## src/tsp_pkg.sv

```systemverilog
package tsp_pkg;

    // Default width of decoded type and length numbers.
    localparam int TSP_VALUE_BITS_DEF = 32;

    // First-byte markers of the variable-number form.
    localparam logic [7:0] VN_MARK_2 = 8'hFD;
    localparam logic [7:0] VN_MARK_4 = 8'hFE;
    localparam logic [7:0] VN_MARK_8 = 8'hFF;

    localparam logic [4:0] HDR_COUNT_MAX = 5'd18;

    localparam logic KIND_HEADER = 1'b0;
    localparam logic KIND_VALUE  = 1'b1;

    typedef enum logic [2:0] {
        PH_TYPE_FIRST = 3'd0,
        PH_TYPE_EXTRA = 3'd1,
        PH_LEN_FIRST  = 3'd2,
        PH_LEN_EXTRA  = 3'd3,
        PH_VALUE      = 3'd4,
        PH_DROP       = 3'd5
    } t_phase;

    // Parser control state that travels between the top level and the decoder.
    typedef struct packed {
        t_phase     phase;
        logic [3:0] extra_left;
        logic [4:0] hdr_count;
        logic       overflow;
    } t_ctl;

    typedef struct packed {
        logic        out_kind;
        logic [31:0] tlv_type;
        logic [31:0] tlv_length;
        logic [4:0]  header_bytes;
        logic [7:0]  value_byte;
        logic        element_last;
        logic        parse_error;
    } t_result;

    localparam t_ctl CTL_RESET = '{phase: PH_TYPE_FIRST, extra_left: 4'd0,
                                   hdr_count: 5'd0, overflow: 1'b0};

    // Number of big-endian bytes that follow a marker byte.
    function automatic logic [3:0] extra_for(input logic [7:0] b);
        logic [3:0] n;
        begin
            if (b == VN_MARK_2) begin
                n = 4'd2;
            end else if (b == VN_MARK_4) begin
                n = 4'd4;
            end else begin
                n = 4'd8;
            end
            return n;
        end
    endfunction

endpackage

```

## src/tsp_stream_if.sv

```systemverilog
interface tsp_in_if;
    logic       valid;
    logic       ready;
    logic [7:0] data_byte;
    logic       frame_start;

    modport source (output valid, output data_byte, output frame_start, input ready);
    modport sink   (input valid, input data_byte, input frame_start, output ready);
endinterface

interface tsp_out_if;
    logic        valid;
    logic        ready;
    logic        out_kind;
    logic [31:0] tlv_type;
    logic [31:0] tlv_length;
    logic [4:0]  header_bytes;
    logic [7:0]  value_byte;
    logic        element_last;
    logic        parse_error;

    modport source (output valid, output out_kind, output tlv_type, output tlv_length,
                    output header_bytes, output value_byte, output element_last,
                    output parse_error, input ready);
    modport sink   (input valid, input out_kind, input tlv_type, input tlv_length,
                    input header_bytes, input value_byte, input element_last,
                    input parse_error, output ready);
endinterface

```

## src/tsp_decode.sv

```systemverilog
module tsp_decode
    import tsp_pkg::*;
#(
    parameter int VALUE_BITS = TSP_VALUE_BITS_DEF,
    parameter int ACC_BITS   = (VALUE_BITS > 32) ? VALUE_BITS : 32
) (
    input  t_ctl                  i_ctl,
    input  logic [ACC_BITS-1:0]   i_type_acc,
    input  logic [ACC_BITS-1:0]   i_len_acc,
    input  logic [VALUE_BITS-1:0] i_val_left,
    input  logic [7:0]            i_byte,
    input  logic                  i_frame_start,
    output t_ctl                  o_ctl,
    output logic [ACC_BITS-1:0]   o_type_acc,
    output logic [ACC_BITS-1:0]   o_len_acc,
    output logic [VALUE_BITS-1:0] o_val_left,
    output logic                  o_res_valid,
    output t_result               o_res
);

    t_ctl                  cur;
    logic [ACC_BITS-1:0]   ta;
    logic [ACC_BITS-1:0]   la;
    logic [VALUE_BITS-1:0] vl;
    logic                  done;
    logic                  last;
    logic                  err;
    logic                  kind;

    // A frame start makes the byte the first byte of a fresh stream.
    always_comb begin
        cur = i_frame_start ? CTL_RESET : i_ctl;
        ta  = i_type_acc;
        la  = i_len_acc;
        vl  = i_val_left;
        done = 1'b0;
        last = 1'b0;
        err  = 1'b0;
        kind = KIND_HEADER;

        case (cur.phase)
            PH_TYPE_FIRST: begin
                cur.hdr_count = 5'd1;
                cur.overflow  = 1'b0;
                la = '0;
                vl = '0;
                if (i_byte < VN_MARK_2) begin
                    ta = {{(ACC_BITS-8){1'b0}}, i_byte};
                    cur.phase = PH_LEN_FIRST;
                end else begin
                    ta = '0;
                    cur.extra_left = extra_for(i_byte);
                    cur.phase = PH_TYPE_EXTRA;
                end
            end
            PH_TYPE_EXTRA: begin
                cur.hdr_count = cur.hdr_count + 5'd1;
                // Any set bit that the shift moves to or past VALUE_BITS is an overflow.
                if (|ta[ACC_BITS-1:VALUE_BITS-8]) begin
                    cur.overflow = 1'b1;
                end
                ta = {ta[ACC_BITS-9:0], i_byte};
                cur.extra_left = cur.extra_left - 4'd1;
                if (cur.extra_left == 4'd0) begin
                    if (cur.overflow) begin
                        done = 1'b1;
                        last = 1'b1;
                        err  = 1'b1;
                        cur.phase = PH_DROP;
                    end else begin
                        cur.phase = PH_LEN_FIRST;
                    end
                end
            end
            PH_LEN_FIRST: begin
                cur.hdr_count = cur.hdr_count + 5'd1;
                if (i_byte < VN_MARK_2) begin
                    la   = {{(ACC_BITS-8){1'b0}}, i_byte};
                    done = 1'b1;
                    if (i_byte == 8'd0) begin
                        last = 1'b1;
                        cur.phase = PH_TYPE_FIRST;
                    end else begin
                        vl = VALUE_BITS'(i_byte);
                        cur.phase = PH_VALUE;
                    end
                end else begin
                    cur.extra_left = extra_for(i_byte);
                    cur.phase = PH_LEN_EXTRA;
                end
            end
            PH_LEN_EXTRA: begin
                cur.hdr_count = cur.hdr_count + 5'd1;
                if (|la[ACC_BITS-1:VALUE_BITS-8]) begin
                    cur.overflow = 1'b1;
                end
                la = {la[ACC_BITS-9:0], i_byte};
                cur.extra_left = cur.extra_left - 4'd1;
                if (cur.extra_left == 4'd0) begin
                    done = 1'b1;
                    if (cur.overflow) begin
                        last = 1'b1;
                        err  = 1'b1;
                        cur.phase = PH_DROP;
                    end else if (la == '0) begin
                        last = 1'b1;
                        cur.phase = PH_TYPE_FIRST;
                    end else begin
                        vl = la[VALUE_BITS-1:0];
                        cur.phase = PH_VALUE;
                    end
                end
            end
            PH_VALUE: begin
                vl   = vl - VALUE_BITS'(1);
                done = 1'b1;
                kind = KIND_VALUE;
                last = (vl == '0);
                if (last) begin
                    cur.phase = PH_TYPE_FIRST;
                end
            end
            default: begin
                // Dropping bytes until the next frame start.
            end
        endcase
    end

    assign o_ctl       = cur;
    assign o_type_acc  = ta;
    assign o_len_acc   = la;
    assign o_val_left  = vl;
    assign o_res_valid = done;

    always_comb begin
        o_res.out_kind     = kind;
        o_res.tlv_type     = ta[31:0];
        o_res.tlv_length   = la[31:0];
        o_res.header_bytes = cur.hdr_count;
        o_res.value_byte   = (kind == KIND_VALUE) ? i_byte : 8'd0;
        o_res.element_last = last;
        o_res.parse_error  = err;
    end

endmodule

```

## src/tlv_stream_parser.sv

```systemverilog
// Byte-serial parser for a stream of back-to-back flat TLV elements whose type
// and length numbers use the variable-number form (a byte below 0xFD, or 0xFD,
// 0xFE or 0xFF followed by 2, 4 or 8 big-endian bytes). Each input word is one
// stream byte; frame_start on a word restarts the parser at a type first byte.
// A completed header yields one header word with type, length and header size;
// each value byte then comes out as one value word, the last one flagged with
// element_last. A zero-length element ends with its header word. A number that
// does not fit in VALUE_BITS gives one error word, after which bytes are
// silently dropped until the next frame_start. The parser takes one byte per
// clock unless back-pressure stalls it: a byte is captured in an input
// register, decoded by one level of shallow logic against the parser state,
// and its result word (if any) lands in an output register when the byte
// moves on. Back-pressure on the output only stalls the input when the output
// register is full and the waiting byte would produce another word. No byte
// is taken while reset is asserted.
module tlv_stream_parser
    import tsp_pkg::*;
#(
    parameter int VALUE_BITS = TSP_VALUE_BITS_DEF
) (
    input  logic      i_clk,
    input  logic      i_rst_n,
    tsp_in_if.sink    i_in,
    tsp_out_if.source o_out
);

    // Accumulators keep at least 32 bits so the outputs carry the low 32 bits
    // of a decoded number even when VALUE_BITS is narrower.
    localparam int ACC_BITS = (VALUE_BITS > 32) ? VALUE_BITS : 32;

    // Input register.
    logic       r_s1_valid;
    logic [7:0] r_s1_byte;
    logic       r_s1_fs;

    // Parser state.
    t_ctl                  r_ctl;
    logic [ACC_BITS-1:0]   r_type_acc;
    logic [ACC_BITS-1:0]   r_len_acc;
    logic [VALUE_BITS-1:0] r_val_left;

    // Result register.
    logic    r_out_valid;
    t_result r_out;

    t_ctl                  n_ctl;
    logic [ACC_BITS-1:0]   n_type_acc;
    logic [ACC_BITS-1:0]   n_len_acc;
    logic [VALUE_BITS-1:0] n_val_left;
    logic                  res_valid;
    t_result               res;

    logic out_free;
    logic s1_fire;

    tsp_decode #(
        .VALUE_BITS (VALUE_BITS),
        .ACC_BITS   (ACC_BITS)
    ) u_decode (
        .i_ctl         (r_ctl),
        .i_type_acc    (r_type_acc),
        .i_len_acc     (r_len_acc),
        .i_val_left    (r_val_left),
        .i_byte        (r_s1_byte),
        .i_frame_start (r_s1_fs),
        .o_ctl         (n_ctl),
        .o_type_acc    (n_type_acc),
        .o_len_acc     (n_len_acc),
        .o_val_left    (n_val_left),
        .o_res_valid   (res_valid),
        .o_res         (res)
    );

    // The held byte moves on when it makes no word or the result slot is free.
    assign out_free   = !r_out_valid || o_out.ready;
    assign s1_fire    = r_s1_valid && (out_free || !res_valid);
    assign i_in.ready = i_rst_n && (!r_s1_valid || s1_fire);

    always_ff @(posedge i_clk) begin
        if (!i_rst_n) begin
            r_s1_valid  <= 1'b0;
            r_out_valid <= 1'b0;
            r_ctl       <= CTL_RESET;
        end else begin
            if (i_in.ready) begin
                r_s1_valid <= i_in.valid;
            end
            if (s1_fire) begin
                r_ctl <= n_ctl;
            end
            if (s1_fire && res_valid) begin
                r_out_valid <= 1'b1;
            end else if (o_out.ready) begin
                r_out_valid <= 1'b0;
            end
        end
    end

    always_ff @(posedge i_clk) begin
        if (i_in.ready && i_in.valid) begin
            r_s1_byte <= i_in.data_byte;
            r_s1_fs   <= i_in.frame_start;
        end
        if (s1_fire) begin
            r_type_acc <= n_type_acc;
            r_len_acc  <= n_len_acc;
            r_val_left <= n_val_left;
        end
        if (s1_fire && res_valid) begin
            r_out <= res;
        end
    end

    assign o_out.valid        = r_out_valid;
    assign o_out.out_kind     = r_out.out_kind;
    assign o_out.tlv_type     = r_out.tlv_type;
    assign o_out.tlv_length   = r_out.tlv_length;
    assign o_out.header_bytes = r_out.header_bytes;
    assign o_out.value_byte   = r_out.value_byte;
    assign o_out.element_last = r_out.element_last;
    assign o_out.parse_error  = r_out.parse_error;

    // A result word that is not taken must still be there next cycle.
    a_no_lost_word: assert property (@(posedge i_clk) disable iff (!i_rst_n)
        r_out_valid && !o_out.ready |=> r_out_valid)
        else $error("result word lost while stalled");

    // An error word is a header-type word that closes the element.
    a_error_closes: assert property (@(posedge i_clk) disable iff (!i_rst_n)
        r_out_valid && r_out.parse_error |->
            r_out.element_last && (r_out.out_kind == KIND_HEADER))
        else $error("error word malformed");

    // While value bytes are expected the remaining count is never zero.
    a_value_count: assert property (@(posedge i_clk) disable iff (!i_rst_n)
        r_ctl.phase == PH_VALUE |-> r_val_left != '0)
        else $error("value phase with zero bytes left");

    // The header never spans more than two nine-byte numbers.
    a_hdr_bound: assert property (@(posedge i_clk) disable iff (!i_rst_n)
        r_ctl.hdr_count <= HDR_COUNT_MAX)
        else $error("header byte count out of range");

endmodule
```

## src/flat_wrapper.sv

```systemverilog
// flat-port wrapper written by rule: the top's interface ports become plain ports
module tlv_stream_parser_flat import tsp_pkg::*;
#(
    parameter int VALUE_BITS = TSP_VALUE_BITS_DEF
)
  (i_clk, i_rst_n, i_in_valid, i_in_data_byte, i_in_frame_start, i_in_ready, o_out_valid, o_out_out_kind, o_out_tlv_type, o_out_tlv_length, o_out_header_bytes, o_out_value_byte, o_out_element_last, o_out_parse_error, o_out_ready);
  tsp_in_if i_in_i ();
  tsp_out_if o_out_i ();
  input  logic i_clk;
  input  logic i_rst_n;
  input wire logic [$bits(i_in_i.valid)-1:0] i_in_valid;
  input wire logic [$bits(i_in_i.data_byte)-1:0] i_in_data_byte;
  input wire logic [$bits(i_in_i.frame_start)-1:0] i_in_frame_start;
  output wire logic [$bits(i_in_i.ready)-1:0] i_in_ready;
  output wire logic [$bits(o_out_i.valid)-1:0] o_out_valid;
  output wire logic [$bits(o_out_i.out_kind)-1:0] o_out_out_kind;
  output wire logic [$bits(o_out_i.tlv_type)-1:0] o_out_tlv_type;
  output wire logic [$bits(o_out_i.tlv_length)-1:0] o_out_tlv_length;
  output wire logic [$bits(o_out_i.header_bytes)-1:0] o_out_header_bytes;
  output wire logic [$bits(o_out_i.value_byte)-1:0] o_out_value_byte;
  output wire logic [$bits(o_out_i.element_last)-1:0] o_out_element_last;
  output wire logic [$bits(o_out_i.parse_error)-1:0] o_out_parse_error;
  input wire logic [$bits(o_out_i.ready)-1:0] o_out_ready;
  assign i_in_i.valid = i_in_valid;
  assign i_in_i.data_byte = i_in_data_byte;
  assign i_in_i.frame_start = i_in_frame_start;
  assign i_in_ready = i_in_i.ready;
  assign o_out_valid = o_out_i.valid;
  assign o_out_out_kind = o_out_i.out_kind;
  assign o_out_tlv_type = o_out_i.tlv_type;
  assign o_out_tlv_length = o_out_i.tlv_length;
  assign o_out_header_bytes = o_out_i.header_bytes;
  assign o_out_value_byte = o_out_i.value_byte;
  assign o_out_element_last = o_out_i.element_last;
  assign o_out_parse_error = o_out_i.parse_error;
  assign o_out_i.ready = o_out_ready;
  tlv_stream_parser #(.VALUE_BITS(VALUE_BITS)) u_core (.i_clk(i_clk), .i_rst_n(i_rst_n), .i_in(i_in_i), .o_out(o_out_i));
endmodule
```

## config.mk

```make
export PLATFORM = sky130hd
export DESIGN_NAME = tlv_stream_parser_flat
export DESIGN_NICKNAME = d
export VERILOG_FILES = /design/src/tsp_pkg.sv /design/src/tsp_stream_if.sv /design/src/tsp_decode.sv /design/src/tlv_stream_parser.sv /design/src/flat_wrapper.sv
export SDC_FILE = /design/constraint.sdc
export NUM_CORES = 1
export LEC_CHECK = 0
export ABC_AREA = 1
export BUFFER_PORTS_ARGS = -buffer_cell sky130_fd_sc_hd__buf_2
export CORE_AREA = 4 4 141 143
export DETAILED_ROUTE_END_ITERATION = 7
export DIE_AREA = 0 0 145 147
export GPL_ROUTABILITY_DRIVEN = 0
export HOLD_SLACK_MARGIN = 0.03
export PLACE_DENSITY = 0.76
export SLEW_MARGIN = 40
export SYNTH_ARGS = -nofsm -noshare
export SYNTH_HDL_FRONTEND = slang
export SYNTH_SLANG_ARGS = --single-unit
```

## constraint.sdc

```tcl
create_clock -name i_clk -period 8.3 [get_ports i_clk]
set_input_delay 1.245 -clock i_clk [delete_from_list [all_inputs] [get_ports i_clk]]
set_output_delay 1.245 -clock i_clk [all_outputs]
set_load 0.01 [all_outputs]
```

; Word-level counts from Yosys, hierarchy flattened
; Index checks and enable logic that the tools add are counted.
; Widths: inputs -> output; s select.
[word_totals]
regBits = 200
in_bits = 13
out_inout_bits = 82
[classes]
add_sub_neg = 3
magnitude_cmp = 1
n_eq_ne = 11
n_mux = 47
n_reduce_logical = 21
[ops]
columns = cell, count
row1 = $mux 32, 6
row2 = $pmux 32 s4, 1
row3 = $pmux 32 s3, 1
row4 = $logic_not 32->1, 2
row5 = $pmux 32 s2, 1
row6 = $sub 32x1->32 const B, 1
row7 = $pmux 9 s3, 1
row8 = $mux 3, 8
row9 = $mux 1, 18
row10 = $eq 8x8->1 const B, 2
row11 = $reduce_or 8->1, 2
row12 = $pmux 3 s5, 1
row13 = $mux 13, 1
row14 = $mux 4, 3
row15 = $ne 2x2->1 const B, 5
row16 = $logic_not 8->1, 1
row17 = $lt 8x8->1 const B, 1
row18 = $mux 8, 1
row19 = $pmux 1 s4, 2
row20 = $reduce_and 7->1, 1
row21 = $eq 3x2->1 const B, 2
row22 = $add 5x1->5 const B, 1
row23 = $logic_and 1x1->1, 4
row24 = $logic_not 4->1, 1
row25 = 12 further kinds, 16

; Longest topological paths before layout
[logic_depth]
depth_word = 12
mapped_depth = 15
mapped_depth_nobuf = 15

; Hierarchy
; A second synthesis with hierarchy kept.
[hier_totals]
cells_unflattened = 1148
area_unflattened_um2 = 10553.9
[by_module_without_submodules]
columns = mod, instances, cells_each, area_per_inst_um2, seq_area_each_um2
row1 = tlv_stream_parser, 1, 287, 6299.8, 5855.6
row2 = tsp_decode, 1, 861, 4254.1, 0.0

; Least setup slack after synthesis
; Ideal clock, no wire load.
[synth_timing]
path_kind = flip-flop to flip-flop
startpoint = register u_core.r_s1_fs
endpoint = register u_core.r_val_left[0], enable pin
setup_ps = 421
arrival_time_ps = 3128
path_slack_ps = 4751
path_stages_with_launch = 12
n_path_buf = 1
period_less_slack_ps = 3549
cell_sequence = edfxtp_1 -> inv_2 -> nand2_2 -> ha_1 -> xnor2_2 -> nor2_4 -> nand3_2 -> nand3_4 -> nand2_2 -> nand2_2 -> buf_6 -> nor2_1
[synth_between]
elab_chain_len = 10
elab_cells_between_ends = 26
cone_classes = 1 x add/sub / 9 x eq/ne / 9 x mux / 7 x reduce/logical
[synth_lines]
columns = element, line_no
row1 = "start, declared", tlv_stream_parser.sv:34  ; logic r_s1_fs;
row2 = "start signal, assigned", tlv_stream_parser.sv:102  ; r_s1_fs <= i_in.frame_start;
row3 = $mux 13 (*), tsp_decode.sv:32  ; cur = i_frame_start ? CTL_RESET : i_ctl;
row4 = branches (longest 8 deep; another with $sub 4x1->4), --
row5 = $reduce_and 7->1 (no line) (*), --
row6 = "end signal, assigned", tlv_stream_parser.sv:107  ; r_val_left <= n_val_left;
row7 = "end, declared", tlv_stream_parser.sv:40  ; logic [VALUE_BITS-1:0] r_val_left;
; Every way passes the cells marked *. The select of a mux whose other input is x is not followed.
; A chain may end at the register's enable or synchronous reset.

; Worst setup path in the final report
[layout_timing]
startpoint = register u_core.r_s1_fs
endpoint = output port i_in_ready
[layout_between]
elab_chain_len = 11
elab_cells_between_ends = 18
cone_classes = 1 x add/sub / 4 x eq/ne / 7 x mux / 6 x reduce/logical
[layout_lines]
columns = element, line_no
row1 = $mux 13 (*), tsp_decode.sv:32
row2 = branches (longest 4 deep; another with $sub 4x1->4), --
row3 = $pmux 1 s4 (*), tsp_decode.sv:41  ; case (cur.phase)
row4 = $logic_not 1->1 (*), tlv_stream_parser.sv:76  ; assign s1_fire = r_s1_valid && (out_free || !res_valid);
row5 = $logic_or 1x1->1 (*), tlv_stream_parser.sv:76
row6 = $logic_and 1x1->1 (*), tlv_stream_parser.sv:76
row7 = $logic_or 1x1->1 (*), tlv_stream_parser.sv:77  ; assign i_in.ready = i_rst_n && (!r_s1_valid || s1_fire);
row8 = $logic_and 1x1->1 (*), tlv_stream_parser.sv:77
row9 = "end, declared", flat_wrapper.sv:14  ; output wire logic [$bits(i_in_i.ready)-1:0] i_in_ready;
; Marked as above.

==> results_dict.tcl <==
set metrics [dict create \
    area_growth_pct 14.2 \
    syn-num-nets 926 \
    syn_area_um2 9180 \
    core_area_um2 18600 \
    critical-path-max-stage-delay_ps 510 \
    worstMarginPinSlew_ps 819 \
    ys_ff_latch 200 \
    synth_edf_count 185 \
    dp_cells 1220 \
    cts_tree "yes" \
    slew_headroom 0.453 \
    cts.repair.resized 0 \
    skew_ps 12.0 \
    nNetsFinal 1023 \
    critPathMaxFanout 23 \
    root_buffer "clkbuf_16" \
    leakage_nw 4.20 \
    n_fill_cell 1534 \
    end_kind "output pin" \
    synth_adder_area_share 0.00682 \
    grt_max_degree 78 \
    path_clk_slew_ps 70 \
    initial_core_util 0.494 \
    firstDrtPassIters 6 \
    postSynth.asyncResetShare 0 \
    finalCritPeriodShare 0.492 \
    pwr_density_cell_nw_per_um2 199 \
    avgRoutedWirePerCell_um 18.0 \
    worst_setup_path_start_kind "flop" \
    crit_path_cell_trace "nor2_2 -> inv_2 -> nor2_4 -> nor2_1 -> nand3_4 -> nand3_1 -> nand2_1 -> inv_1 -> buf_2" \
    total_power_w 0.00208 \
    num_rows 50 \
    tns_ps 0 \
    hold_violations 0 \
    vdd_drop_max_v 0.000134 \
    grt_pass1_wl_mm 35.1 \
    layout.cells.non_filler 1252 \
    hold_buffers 0 \
    antenna_left 0 \
    dieWidth_um 145 \
    via_count 6958 \
    drc 0 \
    cts_buffers 17 \
    synth-compound-area-share 0.0971 \
    drtIter0Drc 792 \
    status "finished, final reports clean" \
    clockBufferDepth 2 \
    critPathArrivalTime_ps 2840 \
    layout_min_cycle_time_ps 4080 \
    r2r-start "u_core.r_s1_fs" \
    cp-endpoint "i_in_ready" \
    muxShareOfSynthArea 0 \
    viasPerCell 5.56 \
    fmax_mhz 245 \
    yosys_most_used_dff "edfxtp_1" \
    clock_sinks 200 \
    synth_top_family_by_area "simple AND/OR/NAND/NOR gates" \
    grt_pass1_vias 6672 \
    r2r_cells 12 \
    grt.overflow.total 0 \
    ys_seq_area_frac 0.638 \
    clk_latency_ps 430 \
    antenna_found_initial 0 \
    synthXorXnorAreaFrac 0.00859 \
    rrSetupSlack_ps 4620 \
    crit_type "reg2out" \
    routed_wl_mm 22.5 \
    pin_count 95 \
    synthCells 908 \
    dpl.hpwl_mm 16.1 \
    die_area_um2 21300 \
    r2r_end "u_core.o_out.tlv_type[16]" \
    maxCapViolCount 0 \
    grtUsageTotal 0.209 \
    yosys_warnings 0 \
    whs_ps 471 \
    required_ps 7050 \
    slowest_stage "edfxtp_1" \
    dieHeight_um 147 \
    diodes 0 \
    postCtsSetupRepairBufs 0 \
    io_buffers 94 \
    synth-simple-area-share 0.180 \
    htree_levels 4 \
    setup_violations 0 \
    cp-startpoint "u_core.r_s1_fs" \
    hold_path.class "reg2reg" \
    rsz0062_at_grt "false" \
    slew_viol_final 0 \
    synth_area_per_cell_um2 10.1 \
    drive_above_1_share 0.162 \
    ys_types 39 \
]
## cell families after synthesis
kind of cell / Yosys count
flip-flops: 200
XOR/XNOR: 6
AO/OA/AOI/OAI: 151
buffers and inverters: 163
adder cells (fa/ha/maj): 5
AND/OR/NAND/NOR: 383
## cell usage after synthesis (3+ instances only)
cell type	number	area share
nand3_1	23	0.013
inv_2	10	0.0041
nor2_4	5	0.0061
o22ai_1	68	0.046
nand3b_1	3	0.0025
edfxtp_1	185	0.61
nor2_1	124	0.051
clkbuf_1	13	0.0053
nand2_2	4	0.0027
xor2_1	3	0.0029
nor4_1	7	0.0048
ha_1	5	0.0068
nand3_2	4	0.0044
nand2_1	187	0.076
inv_1	133	0.054
o21ai_0	43	0.023
nor2_2	4	0.0027
o21ai_1	8	0.0044
nor3_1	3	0.0016
a22oi_1	7	0.0057
dfxtp_1	15	0.033
nand4_1	14	0.0095
a21oi_1	17	0.0093
## stage by stage
stage | util | area [um^2] | setup slack [ps]
2_1_floorplan | - | 9180 | 4750
3_5_place_dp | 0.533 | 9900 | 4640
4_1_cts | 0.564 | 10500 | 4220
6_report | 0.564 | 10500 | 4220
5_1_grt | 0.564 | 10500 | 3990
3_3_place_gp | 0.532 | 9880 | 4330
## cell type report
| cell class | count | area, um^2 | share of cell area |
|---|---|---|---|
| clock buffers | 24 | 524 | 0.0500 |
| clock inverters | 8 | 55.1 | 0.00525 |
| flip-flops and latches | 200 | 5860 | 0.559 |
| well taps | 234 | 293 | 0.0279 |
| inverters | 143 | 538 | 0.0513 |
| repair buffers | 98 | 508 | 0.0485 |
| multi-input cells | 545 | 2710 | 0.258 |
## critical path: cells and delay by family (launching register included)
family / cells / cell delay [ps]
and+or+nand+nor: 6 / 1520
buffers and inverters: 3 / 370
DFF: 1 / 510
## per-layer routing
layer | track usage | wire (um)
met1 | 0.272 | 9330
met3 | 0.0438 | 1490
met5 | 0 | 0
met4 | 0.0698 | 441
met2 | 0.354 | 11200
## registers in the layout, indices dropped and copies added (netlist names)
name and cells:
u_core.o_out.tlv_length 32, u_core.o_out.tlv_type 32, u_core.r_len_acc 32, u_core.r_type_acc 32
u_core.r_val_left 32, u_core.r_ctl 13, u_core.o_out.value_byte 8, u_core.r_s1_byte 8
u_core.o_out.header_bytes 5, u_core.o_out.element_last 1, u_core.o_out.out_kind 1, u_core.o_out.parse_error 1
u_core.o_out.valid 1, u_core.r_s1_fs 1, u_core.r_s1_valid 1
## where the power goes
group	switching [W]	total [W]	internal, W
combinational	0.0000970	0.000132	0.0000353
clock	0.000350	0.000796	0.000446
sequential	0.0000181	0.00115	0.00114
## cells in the final DEF, fill, tap and decap left out, types with 7 or more instances in the layout
master / n
nand2_1: 187
edfxtp_1: 185
inv_1: 133
nor2_1: 121
buf_2: 94
o22ai_1: 68
o21ai_0: 43
nand3_1: 23
clkbuf_16: 19
a21oi_1: 17
dfxtp_1: 15
nand4_1: 14
inv_2: 9
o21ai_1: 8
nor2_4: 7
a22oi_1: 7
nor4_1: 7
## worst min path at each step
stage	endpoint	slack, ps	startpoint	cells after the start
finish	u_core.r_ctl[6]	470	u_core.r_ctl[6]	2
global route	u_core.r_ctl[6]	480	u_core.r_ctl[6]	2
CTS	u_core.r_ctl[6]	470	u_core.r_ctl[6]	2
detailed placement	u_core.r_ctl[6]	460	u_core.r_ctl[6]	2
global placement	u_core.r_ctl[6]	450	u_core.r_ctl[6]	2
floorplan	u_core.r_ctl[6]	440	u_core.r_ctl[6]	2
No activity file was read; power rests on OpenSTA's default activity.
